--- config.mk ---
export PLATFORM = sky130hd
export DESIGN_NAME = adc_deadband_smoothing_filter_unit
export DESIGN_NICKNAME = d
export VERILOG_FILES = /design/src/hdl/adsf_pkg.sv /design/src/hdl/adc_deadband_smoothing_filter_unit.sv /design/src/hdl/adsf_div.sv
export SDC_FILE = /design/constraint.sdc
export NUM_CORES = 1
export LEC_CHECK = 0
export BUFFER_PORTS_ARGS = -buffer_cell sky130_fd_sc_hd__buf_2
export CAP_MARGIN = 10
export CORE_ASPECT_RATIO = 0.6
export CORE_UTILIZATION = 50
export DETAILED_ROUTE_END_ITERATION = 10
export PLACE_DENSITY_LB_ADDON = 0.12
export SETUP_SLACK_MARGIN = 0.02
export SYNTH_ARGS = -nofsm -noshare
export SYNTH_HDL_FRONTEND = slang
export SYNTH_SLANG_ARGS = --single-unit
export TNS_END_PERCENT = 100
--- constraint.sdc ---
create_clock -name clk -period 18.69 [get_ports clk]
set_input_delay 1.869 -clock clk [delete_from_list [all_inputs] [get_ports clk]]
set_output_delay 1.869 -clock clk [all_outputs]
set_load 0.03 [all_outputs]
--- src/hdl/adsf_pkg.sv ---
// Shared constants, codes and types for the ADC deadband smoothing filter.
package adsf_pkg;

  localparam int CHANNELS    = 6;
  localparam int CHAN_W      = 3;
  localparam int SAMPLE_BITS = 12;
  localparam int K_W         = 8;
  localparam int CFG_W       = 12;
  localparam int CFG_IDX_W   = 3;
  // prev*k + sample needs one bit more than the product
  localparam int NUM_W       = SAMPLE_BITS + K_W + 1;
  localparam int DIV_W       = K_W + 1;
  localparam int CNT_W       = $clog2(NUM_W + 1);

  typedef enum logic [CFG_IDX_W-1:0] {
    CFG_FILTER_EN = 3'd0,
    CFG_SMOOTH    = 3'd1,
    CFG_DEADBAND  = 3'd2,
    CFG_STEP      = 3'd3,
    CFG_LIMIT_EN  = 3'd4
  } cfg_idx_t;

  typedef enum logic [2:0] {
    ST_IDLE,
    ST_CALC,
    ST_DIV,
    ST_LIMIT,
    ST_WRITE
  } state_t;

endpackage

--- src/hdl/adc_deadband_smoothing_filter_unit.sv ---
// Top level: per-channel deadband, smoothing and step limit over a channel memory.
//
//  port group   dir   handshake          payload
//  in_          in    in_valid/in_ready  in_channel, in_raw_sample
//  out_         out   out_valid/out_ready out_channel, out_filtered_value
//  cfg_         in    cfg_we             cfg_index, cfg_wdata
//
// A filtered word passes read, multiply-add, divider, limit and write on its way to the
// output register; a pass-through word skips the divider and limit.
// A word for a channel beyond the last is dropped in the cycle it is taken.
// Synchronous reset clears the seen flags and restores register defaults.
// The output register frees the input side: a new word is taken while a result waits;
// a second result holds in the write state until the output register drains.
module adc_deadband_smoothing_filter_unit (
  input  logic                                clk,
  input  logic                                rst_n,
  input  logic                                in_valid,
  output logic                                in_ready,
  input  logic [adsf_pkg::CHAN_W-1:0]         in_channel,
  input  logic [adsf_pkg::SAMPLE_BITS-1:0]    in_raw_sample,
  output logic                                out_valid,
  input  logic                                out_ready,
  output logic [adsf_pkg::CHAN_W-1:0]         out_channel,
  output logic [adsf_pkg::SAMPLE_BITS-1:0]    out_filtered_value,
  input  logic                                cfg_we,
  input  logic [adsf_pkg::CFG_IDX_W-1:0]      cfg_index,
  input  logic [adsf_pkg::CFG_W-1:0]          cfg_wdata
);
  import adsf_pkg::*;

  // configuration
  logic                   filter_en_r;
  logic [K_W-1:0]         smooth_r;
  logic [SAMPLE_BITS-1:0] deadband_r;
  logic [SAMPLE_BITS-1:0] step_r;
  logic                   limit_en_r;

  always_ff @(posedge clk) begin
    if (!rst_n) begin
      filter_en_r <= 1'b1;
      smooth_r    <= K_W'(10);
      deadband_r  <= SAMPLE_BITS'(12);
      step_r      <= SAMPLE_BITS'(20);
      limit_en_r  <= 1'b0;
    end else if (cfg_we) begin
      unique case (cfg_idx_t'(cfg_index))
        CFG_FILTER_EN: filter_en_r <= cfg_wdata[0];
        CFG_SMOOTH:    smooth_r    <= cfg_wdata[K_W-1:0];
        CFG_DEADBAND:  deadband_r  <= cfg_wdata[SAMPLE_BITS-1:0];
        CFG_STEP:      step_r      <= cfg_wdata[SAMPLE_BITS-1:0];
        CFG_LIMIT_EN:  limit_en_r  <= cfg_wdata[0];
        default: ;
      endcase
    end
  end

  // control and datapath registers
  state_t                 state_r, state_nxt;
  logic [CHANNELS-1:0]    seen_r, seen_nxt;
  logic                   out_valid_r, out_valid_nxt;
  logic [CHAN_W-1:0]      out_chan_r, out_chan_nxt;
  logic [SAMPLE_BITS-1:0] out_val_r, out_val_nxt;
  logic [CHAN_W-1:0]      ch_r, ch_nxt;
  logic [SAMPLE_BITS-1:0] sample_r, sample_nxt;
  logic [SAMPLE_BITS-1:0] res_r, res_nxt;
  logic [SAMPLE_BITS-1:0] prev_r;

  logic [SAMPLE_BITS-1:0] mem [CHANNELS];

  logic                   in_acc, in_range, mem_we, div_start, div_done, out_go;
  logic [SAMPLE_BITS-1:0] div_q, diff, dead_sample;
  logic [NUM_W-1:0]       numer;
  logic [SAMPLE_BITS:0]   hi_bound, lo_test;

  assign in_acc   = in_valid && in_ready;
  assign in_range = ({1'b0, in_channel} < (CHAN_W + 1)'(CHANNELS));
  assign out_go   = !out_valid_r || out_ready;

  // deadband then prev*k + sample
  assign diff        = (sample_r > prev_r) ? sample_r - prev_r : prev_r - sample_r;
  assign dead_sample = (diff < deadband_r) ? prev_r : sample_r;
  assign numer       = NUM_W'(prev_r) * NUM_W'(smooth_r) + NUM_W'(dead_sample);

  assign hi_bound = {1'b0, prev_r} + {1'b0, step_r};
  assign lo_test  = {1'b0, res_r} + {1'b0, step_r};

  adsf_div u_div (
    .clk      (clk),
    .rst_n    (rst_n),
    .start    (div_start),
    .dividend (numer),
    .divisor  ({1'b0, smooth_r} + DIV_W'(1)),
    .done     (div_done),
    .quotient (div_q)
  );

  always_comb begin
    state_nxt     = state_r;
    seen_nxt      = seen_r;
    out_valid_nxt = out_valid_r && !out_ready;
    out_chan_nxt  = out_chan_r;
    out_val_nxt   = out_val_r;
    ch_nxt        = ch_r;
    sample_nxt    = sample_r;
    res_nxt       = res_r;
    mem_we        = 1'b0;
    div_start     = 1'b0;
    in_ready      = 1'b0;
    unique case (state_r)
      ST_IDLE: begin
        in_ready = 1'b1;
        if (in_valid) begin
          ch_nxt     = in_channel;
          sample_nxt = in_raw_sample;
          // drop words for channels that do not exist
          if (in_range) state_nxt = ST_CALC;
        end
      end
      ST_CALC: begin
        if (!seen_r[ch_r] || !filter_en_r) begin
          res_nxt   = sample_r;
          state_nxt = ST_WRITE;
        end else begin
          div_start = 1'b1;
          state_nxt = ST_DIV;
        end
      end
      ST_DIV: begin
        if (div_done) begin
          res_nxt   = div_q;
          state_nxt = ST_LIMIT;
        end
      end
      ST_LIMIT: begin
        if (limit_en_r) begin
          if ({1'b0, res_r} > hi_bound) res_nxt = hi_bound[SAMPLE_BITS-1:0];
          else if (lo_test < {1'b0, prev_r}) res_nxt = prev_r - step_r;
        end
        state_nxt = ST_WRITE;
      end
      ST_WRITE: begin
        // hold until the output register is free
        if (out_go) begin
          mem_we         = 1'b1;
          seen_nxt[ch_r] = 1'b1;
          out_valid_nxt  = 1'b1;
          out_chan_nxt   = ch_r;
          out_val_nxt    = res_r;
          state_nxt      = ST_IDLE;
        end
      end
      default: state_nxt = ST_IDLE;
    endcase
  end

  always_ff @(posedge clk) begin
    if (!rst_n) begin
      state_r     <= ST_IDLE;
      seen_r      <= '0;
      out_valid_r <= 1'b0;
    end else begin
      state_r     <= state_nxt;
      seen_r      <= seen_nxt;
      out_valid_r <= out_valid_nxt;
    end
  end

  always_ff @(posedge clk) begin
    ch_r       <= ch_nxt;
    sample_r   <= sample_nxt;
    res_r      <= res_nxt;
    out_chan_r <= out_chan_nxt;
    out_val_r  <= out_val_nxt;
  end

  // channel memory: one read on acceptance, one write at the end
  always_ff @(posedge clk) begin
    if (in_acc && in_range) prev_r <= mem[in_channel];
    if (mem_we) mem[ch_r] <= res_r;
  end

  assign out_valid          = out_valid_r;
  assign out_channel        = out_chan_r;
  assign out_filtered_value = out_val_r;

  a_drop_range: assert property (@(posedge clk) disable iff (!rst_n)
    in_acc && !in_range |=> state_r == ST_IDLE && $stable(seen_r))
    else $error("out-of-range channel changed state");

  a_div_in_div: assert property (@(posedge clk) disable iff (!rst_n)
    div_done |-> state_r == ST_DIV)
    else $error("divider finished outside the divide state");

  a_write_loads: assert property (@(posedge clk) disable iff (!rst_n)
    mem_we |=> out_valid_r && seen_r[out_chan_r] && out_val_r == $past(res_r))
    else $error("write-back did not load the output word");

  a_limit_bound: assert property (@(posedge clk) disable iff (!rst_n)
    state_r == ST_LIMIT && limit_en_r |=>
      ({1'b0, res_r} <= {1'b0, prev_r} + {1'b0, step_r}) &&
      ({1'b0, res_r} + {1'b0, step_r} >= {1'b0, prev_r}))
    else $error("step limit exceeded");

endmodule

--- src/hdl/adsf_div.sv ---
// Restoring divider: one quotient bit per cycle.
module adsf_div (
  input  logic                               clk,
  input  logic                               rst_n,
  input  logic                               start,
  input  logic [adsf_pkg::NUM_W-1:0]         dividend,
  input  logic [adsf_pkg::DIV_W-1:0]         divisor,
  output logic                               done,
  output logic [adsf_pkg::SAMPLE_BITS-1:0]   quotient
);
  import adsf_pkg::*;

  logic             busy_r, busy_nxt;
  logic             done_r, done_nxt;
  logic [CNT_W-1:0] cnt_r, cnt_nxt;
  logic [DIV_W-1:0] rem_r, rem_nxt;
  logic [DIV_W-1:0] div_r, div_nxt;
  logic [NUM_W-1:0] quo_r, quo_nxt;
  logic [DIV_W:0]   trial;
  logic             ge;

  assign trial = {rem_r, quo_r[NUM_W-1]};
  assign ge    = (trial >= {1'b0, div_r});

  always_comb begin
    busy_nxt = busy_r;
    done_nxt = 1'b0;
    cnt_nxt  = cnt_r;
    rem_nxt  = rem_r;
    div_nxt  = div_r;
    quo_nxt  = quo_r;
    if (start) begin
      busy_nxt = 1'b1;
      cnt_nxt  = CNT_W'(NUM_W);
      rem_nxt  = '0;
      div_nxt  = divisor;
      quo_nxt  = dividend;
    end else if (busy_r) begin
      // shift in the next dividend bit, subtract where it fits
      rem_nxt = ge ? DIV_W'(trial - {1'b0, div_r}) : trial[DIV_W-1:0];
      quo_nxt = {quo_r[NUM_W-2:0], ge};
      cnt_nxt = cnt_r - CNT_W'(1);
      if (cnt_r == CNT_W'(1)) begin
        busy_nxt = 1'b0;
        done_nxt = 1'b1;
      end
    end
  end

  always_ff @(posedge clk) begin
    if (!rst_n) begin
      busy_r <= 1'b0;
      done_r <= 1'b0;
      cnt_r  <= '0;
    end else begin
      busy_r <= busy_nxt;
      done_r <= done_nxt;
      cnt_r  <= cnt_nxt;
    end
  end

  always_ff @(posedge clk) begin
    rem_r <= rem_nxt;
    div_r <= div_nxt;
    quo_r <= quo_nxt;
  end

  // the quotient never exceeds the larger of prev and sample
  assign quotient = quo_r[SAMPLE_BITS-1:0];
  assign done     = done_r;

  a_done_after_busy: assert property (@(posedge clk) disable iff (!rst_n)
    done_r |-> !busy_r && $past(busy_r))
    else $error("divider done without a running division");

  a_start_idle: assert property (@(posedge clk) disable iff (!rst_n)
    start |=> busy_r && cnt_r == CNT_W'(NUM_W))
    else $error("divider did not load on start");

  a_rem_bound: assert property (@(posedge clk) disable iff (!rst_n)
    busy_r && !start |=> rem_r < div_r)
    else $error("divider remainder out of range");

endmodule

# After elaboration in Yosys (flattened, before gate mapping)
# Memory sizes are Yosys's and may differ from the RTL's. A register that Yosys moved wholly into a read port is not among the register bits.
# Index checks and enable logic that the tools add are counted.
dict set report op_classes {
  reduce_logical 25
  n_mux 36
  magnitude_cmp 8
  eq_ne 16
  bitwise 3
  n_mul 1
  n_addsub 9
}
# cell n
set ops {}
lappend ops {{$mux 12} 7}
lappend ops {{$mux 21} 2}
lappend ops {{$pmux 12 s3} 1}
lappend ops {{$sub 12x12->12} 3}
lappend ops {{$add 12x12->13} 2}
lappend ops {{$add 20x12->21} 1}
lappend ops {{$mul 12x8->20} 1}
lappend ops {{$mux 1} 15}
lappend ops {{$mux 3} 5}
lappend ops {{$pmux 3 s5} 1}
lappend ops {{$reduce_and 2->1} 7}
lappend ops {{$gt 12x13->1} 1}
lappend ops {{$lt 13x12->1} 1}
lappend ops {{$eq 3x2->1 const B} 4}
lappend ops {{$gt 12x12->1} 1}
lappend ops {{$lt 12x12->1} 1}
lappend ops {{$ge 10x9->1} 1}
lappend ops {{$mux 5} 2}
lappend ops {{$ne 2x2->1 const B} 5}
lappend ops {{$add 8x1->9 const B} 1}
lappend ops {{$mux 9} 1}
lappend ops {{$sub 9x9->9} 1}
lappend ops {{$eq 3x1->1 const B} 2}
lappend ops {{$eq 3x3->1 const B} 2}
lappend ops {{21 further kinds} 30}
dict set report word_totals {
  regBits 132
  n_memories 1
  ram_bits 72
  wordCells 119
  inputBits 35
  output_inout_bits 17
}
# memory depth width rd rd_clocked_by_memory_dff wr line_no
set memory_table {}
lappend memory_table {mem 6 12 1 1 1 adc_deadband_smoothing_filter_unit.sv:68} ;# logic [SAMPLE_BITS-1:0] mem [CHANNELS];

# Logic depth before layout (Yosys ltp)
dict set report logic_depth {
  depth_word 7
  ltp_mapped 36
  depth_no_buf 35
}

# Hierarchy
# A second synthesis with hierarchy kept.
dict set report unflattened {
  hier_cells 1570
  hier_area_um2 15886.5
}
# mod area_per_inst_um2 instances cells_each seq_area_each_um2
set by_module_without_submodules {}
lappend by_module_without_submodules {adc_deadband_smoothing_filter_unit 13452.9 1 1361 4664.5}
lappend by_module_without_submodules {adsf_div 2433.6 1 209 1221.2}

# Worst setup path before layout
# Ideal clock, no wire load.
dict set report synth_path {
  kind {register to register}
  startpoint {register prev_r[1] (read register of mem)}
  endpoint {register u_div.quo_r[20] (data pin)}
  required_time_ns 18.423
  setup_ns 0.267
  path_buffers 3
  path_slack_ns 10.926
  t_arrival_ns 7.498
  period_less_slack_ns 7.764
  stages_incl_launch_ff 33
  path_cell_list {edfxtp_1 -> clkbuf_1 -> inv_1 -> fa_1 -> a31oi_1 -> o22ai_1 -> nor2_1 -> a211oi_2 -> buf_4 -> mux2_2 -> ha_1 -> a21boi_0 -> o21ai_0 -> nand2b_1 -> a21oi_1 -> o21ai_0 -> nand2_1 -> a31oi_1 -> buf_2 -> mux2i_1 -> fa_1 -> fa_1 -> fa_1 -> fa_1 -> inv_1 -> ha_1 -> o21a_1 -> a21oi_1 -> o21a_1 -> o31ai_1 -> a2111oi_0 -> a41oi_1 -> o21ai_0}
}
dict set report synth_between {
  elab_chain_cells 6
  word_cells_on_any_way 9
  cone_classes {add/sub (3); mul (1); order compare (2); mux (3)}
}
# element line_no
set synth_lines {}
lappend synth_lines {{start, declared} adc_deadband_smoothing_filter_unit.sv:66} ;# logic [SAMPLE_BITS-1:0] prev_r;
lappend synth_lines {{$sub 12x12->12 / $gt 12x12->1 (equally long branches)} adc_deadband_smoothing_filter_unit.sv:80} ;# assign diff = (sample_r > prev_r) ? sample_r - prev_r : prev_r - sample_r;
lappend synth_lines {{$mux 12} adc_deadband_smoothing_filter_unit.sv:80}
lappend synth_lines {{$lt 12x12->1} adc_deadband_smoothing_filter_unit.sv:81} ;# assign dead_sample = (diff < deadband_r) ? prev_r : sample_r;
lappend synth_lines {{$mux 12} adc_deadband_smoothing_filter_unit.sv:81}
lappend synth_lines {{$add 20x12->21 (*)} adc_deadband_smoothing_filter_unit.sv:82} ;# assign numer = NUM_W'(prev_r) * NUM_W'(smooth_r) + NUM_W'(dead_sample);
lappend synth_lines {{$mux 21 (*)} adsf_div.sv:32} ;# if (start) begin
lappend synth_lines {{net u_div.quo_nxt[20]} adsf_div.sv:18} ;# logic [NUM_W-1:0] quo_r, quo_nxt;
lappend synth_lines {{end signal, assigned} adsf_div.sv:65} ;# quo_r <= quo_nxt;
lappend synth_lines {{end, declared} adsf_div.sv:18}
# Mark *: on every way through the listed nets, which the timed path passes. The rest lies on a longest branch.
# A chain may end at the register's enable or synchronous reset.

# Worst setup path in the final report
dict set report layout_path {
  startpoint {register prev_r[1] (read register of mem)}
  endpoint {register u_div.quo_r[15] (data pin)}
}
# The elaborated chain is that of the path after synthesis.

==> results.ini <==
[clock_tree]
clk-insertion-delay-late_ns = 0.53
post_cts_buffers = 0
clk_pin_slew_worst_paths_ns = 0.07
cts_resized = 0
clockBufferDepth = 3
cts_made_buffers = 22
cts.hold.buffers_added = 0
cts_tree = done
cts_root_buffer = clkbuf_16
numClockSinks = 216
cts_max_level = 1

[layout]
stdcell_count = 1951
final.fill_count = 2711
final_area_um2 = 16900
layout.nets = 1788
layout-drive-gt1-share_pct = 9.01
antenna_cells = 0
area_growth_syn_to_layout_pct = 8.96

[power]
combPwrFrac_pct = 34.6
swShare_pct = 33.9
pwr-share-seq_pct = 34.2
p_per_area_nw_per_um2 = 94.4
switching_power_uw = 540
ir_worst_vdd_uv = 88.0
leakage_uw = 0.00719
p_int_uw = 1050
power_frac_clock_pct = 31.2

[logic_synthesis]
ys.flop_type = edfxtp_1
ys_seq_elements = 216
syn_nets = 1766
ys_top_cells_by_count = nand2_1 (178), inv_1 (168), edfxtp_1 (156)
postSynthAreaPerCell_um2 = 10.3
netlist_area_um2 = 15500
synth_edf_count = 156
yosysSeqAreaShare_pct = 38.0
yosysMostFrequentCell = nand2_1
ys_types = 74
ys_warn_count = 0
synth.largest_area_cell = edfxtp_1
async_flop_share_pct = 0
synth.area.top_cells = edfxtp_1 (30%), ha_1 (12%), fa_1 (10%), dfxtp_1 (7.8%), nand2_1 (4.3%)
synth_cells = 1505
yosysTopAreaCellShare_pct = 30.3

[routing]
via_per_inst = 5.67
dr.pass1.iters = 5
wirelength_um = 40400
postRouteAntennaNets = 0
avgRoutedWirePerCell_um = 20.7
drtIter0Drc = 1193
drc = 0
via_count = 11100

[timing]
rsz0062_at_grt = no
period_needed_ns = 9.11
drv_slew = 0
fin_ws_ns = 9.58
worstMarginPinSlew_ns = 1.17
hold_violations = 0
setup_viol = 0
fmax_mhz = 110
fin_crit_sh_pct = 48.8
skew_ns = 0.0174
holdWs_ns = 0.468
tns_ns = 0
slew_headroom_pct = 21.7

[global_route]
antenna_found_initial = 0
grt_pass1_wl_um = 63400
first_global_vias = 10700
track_usage_pct = 26.2
grt_max_degree = 49
overflow = 0

[die]
ios = 52
start_util_pct = 51.3
floorplan.rows = 49
fp.dieH_um = 138
core_um2 = 30200
die_area_um2 = 31700
chipWidth_um = 229

[outcome]
outcome = completed

[placement]
dp_slack_ns = 9.67
placed_cell_area_um2 = 16100
gp_congestion = 0.906
place_inst = 1911
portBuffers = 51
dp_hpwl_um = 31200

[critical_path]
reg2reg_depth = 33
worstPathArrival_ns = 9.37
r2r_end = u_div.quo_r[15]$_DFFE_PP_
crit_type = reg -> reg
worstReg2RegStart = prev_r[1]$_DFFE_PP_
setup.worst_path.start_class = flip-flop
reg2reg_slack_ns = 9.58
critPathCaptureType = flip-flop
cpMostUsedCell = fa_1
worstPathRequired_ns = 18.94
crit_path_max_fanout = 16
critPathMaxStageDelay_ns = 0.89
crit_slowest_cell = a31oi_2

[worst_hold_path]
whs_path_depth = 2
holdPathEnd = deadband_r[8]$_SDFFE_PN0P_
hold_class = reg -> reg
worstHoldStart = deadband_r[8]$_SDFFE_PN0P_

[job]
maxCapViolCount = 0

-- layout by cell type (no fill, tap or decap), types with 26 or more instances in the layout --
master / synthesis / final
nand2_1: 178 / 178
inv_1: 168 / 168
edfxtp_1: 156 / 156
ha_1: 148 / 148
a21oi_1: 78 / 78
fa_1: 78 / 78
nor2_1: 71 / 71
dfxtp_1: 60 / 60
o21ai_0: 57 / 57
buf_2: 8 / 51
mux2i_1: 44 / 44
xnor2_1: 44 / 44
and2_1: 39 / 39
a21boi_0: 36 / 36
a21o_1: 26 / 26
-- sequential cells by signal, summed over array words and instances (netlist names) --
register and flops:
ch_r 3, deadband_r 12, filter_en_r 1, limit_en_r 1, mem 72, out_channel 3
out_filtered_value 12, out_valid 1, prev_r 12, res_r 12, sample_r 12, seen_r 6
smooth_r 8, state_r 3, step_r 12, u_div.busy_r 1, u_div.cnt_r 5, u_div.div_r 9
u_div.done 1, u_div.quo_r 21, u_div.rem_r 9
-- critical path: cells and delay by family (launching register included) --
kind | cells | cell delay, ns
muxes | 2 | 0.62
buffers and inverters | 5 | 0.64
xor gates and xnor gates | 2 | 0.27
adders and majority gates | 7 | 2.92
and+or+nand+nor | 2 | 0.24
AOI/OAI and AO/OA | 15 | 3.37
DFF | 1 | 0.77
-- worst max path at each step --
stage,cells past startpoint,to,start
2_1_floorplan,32,u_div.quo_r[20]$_DFFE_PP_,prev_r[1]$_DFFE_PP_
6_report,33,u_div.quo_r[15]$_DFFE_PP_,prev_r[1]$_DFFE_PP_
3_3_place_gp,33,u_div.quo_r[15]$_DFFE_PP_,prev_r[9]$_DFFE_PP_
3_5_place_dp,30,u_div.quo_r[20]$_DFFE_PP_,prev_r[1]$_DFFE_PP_
5_1_grt,33,u_div.quo_r[15]$_DFFE_PP_,prev_r[9]$_DFFE_PP_
4_1_cts,30,u_div.quo_r[20]$_DFFE_PP_,prev_r[1]$_DFFE_PP_
-- layer usage --
layer  GRT usage, %  vias up  wire, um
li1               -     5235         -
met1           45.6     5333     21300
met2           32.4      460     14500
met3           5.47       32      4150
met4           4.00        0       495
met5              0        -         0
-- power groups by stage --
stage	registers, uW	logic [uW]	clock network (uW)
6_report	545	550	496
3_5_place_dp	555	539	0
2_1_floorplan	543	424	0
5_1_grt	546	618	522
4_1_cts	544	544	505
3_3_place_gp	555	530	0
-- through the flow --
step / util, % / total power, uW
final: 55.9 / 1590
after global placement: 53.3 / 1080
after detailed placement: 53.3 / 1090
after CTS: 55.9 / 1590
after floorplan: - / 967
after global routing: 55.9 / 1690
-- area by class of cell --
type | count | area (um^2) | area share (%)
Clock inverter | 13 | 201 | 1.20
Sequential cell | 216 | 5890 | 34.9
Timing Repair Buffer | 61 | 330 | 1.96
Inverter | 170 | 638 | 3.79
Tap cell | 408 | 510 | 3.03
Clock buffer | 27 | 591 | 3.50
Multi-Input combinational cell | 1056 | 8700 | 51.6
-- logic make-up after synthesis --
logic type	Yosys count	synth area share, %
buf+inv	233	5.94
flops	216	38.0
mux	63	5.18
fa+ha+maj	226	22.1
xor+xnor	67	3.79
simple gates	403	12.2
compound gates	297	12.8
Power figures use the tool's default switching activity.
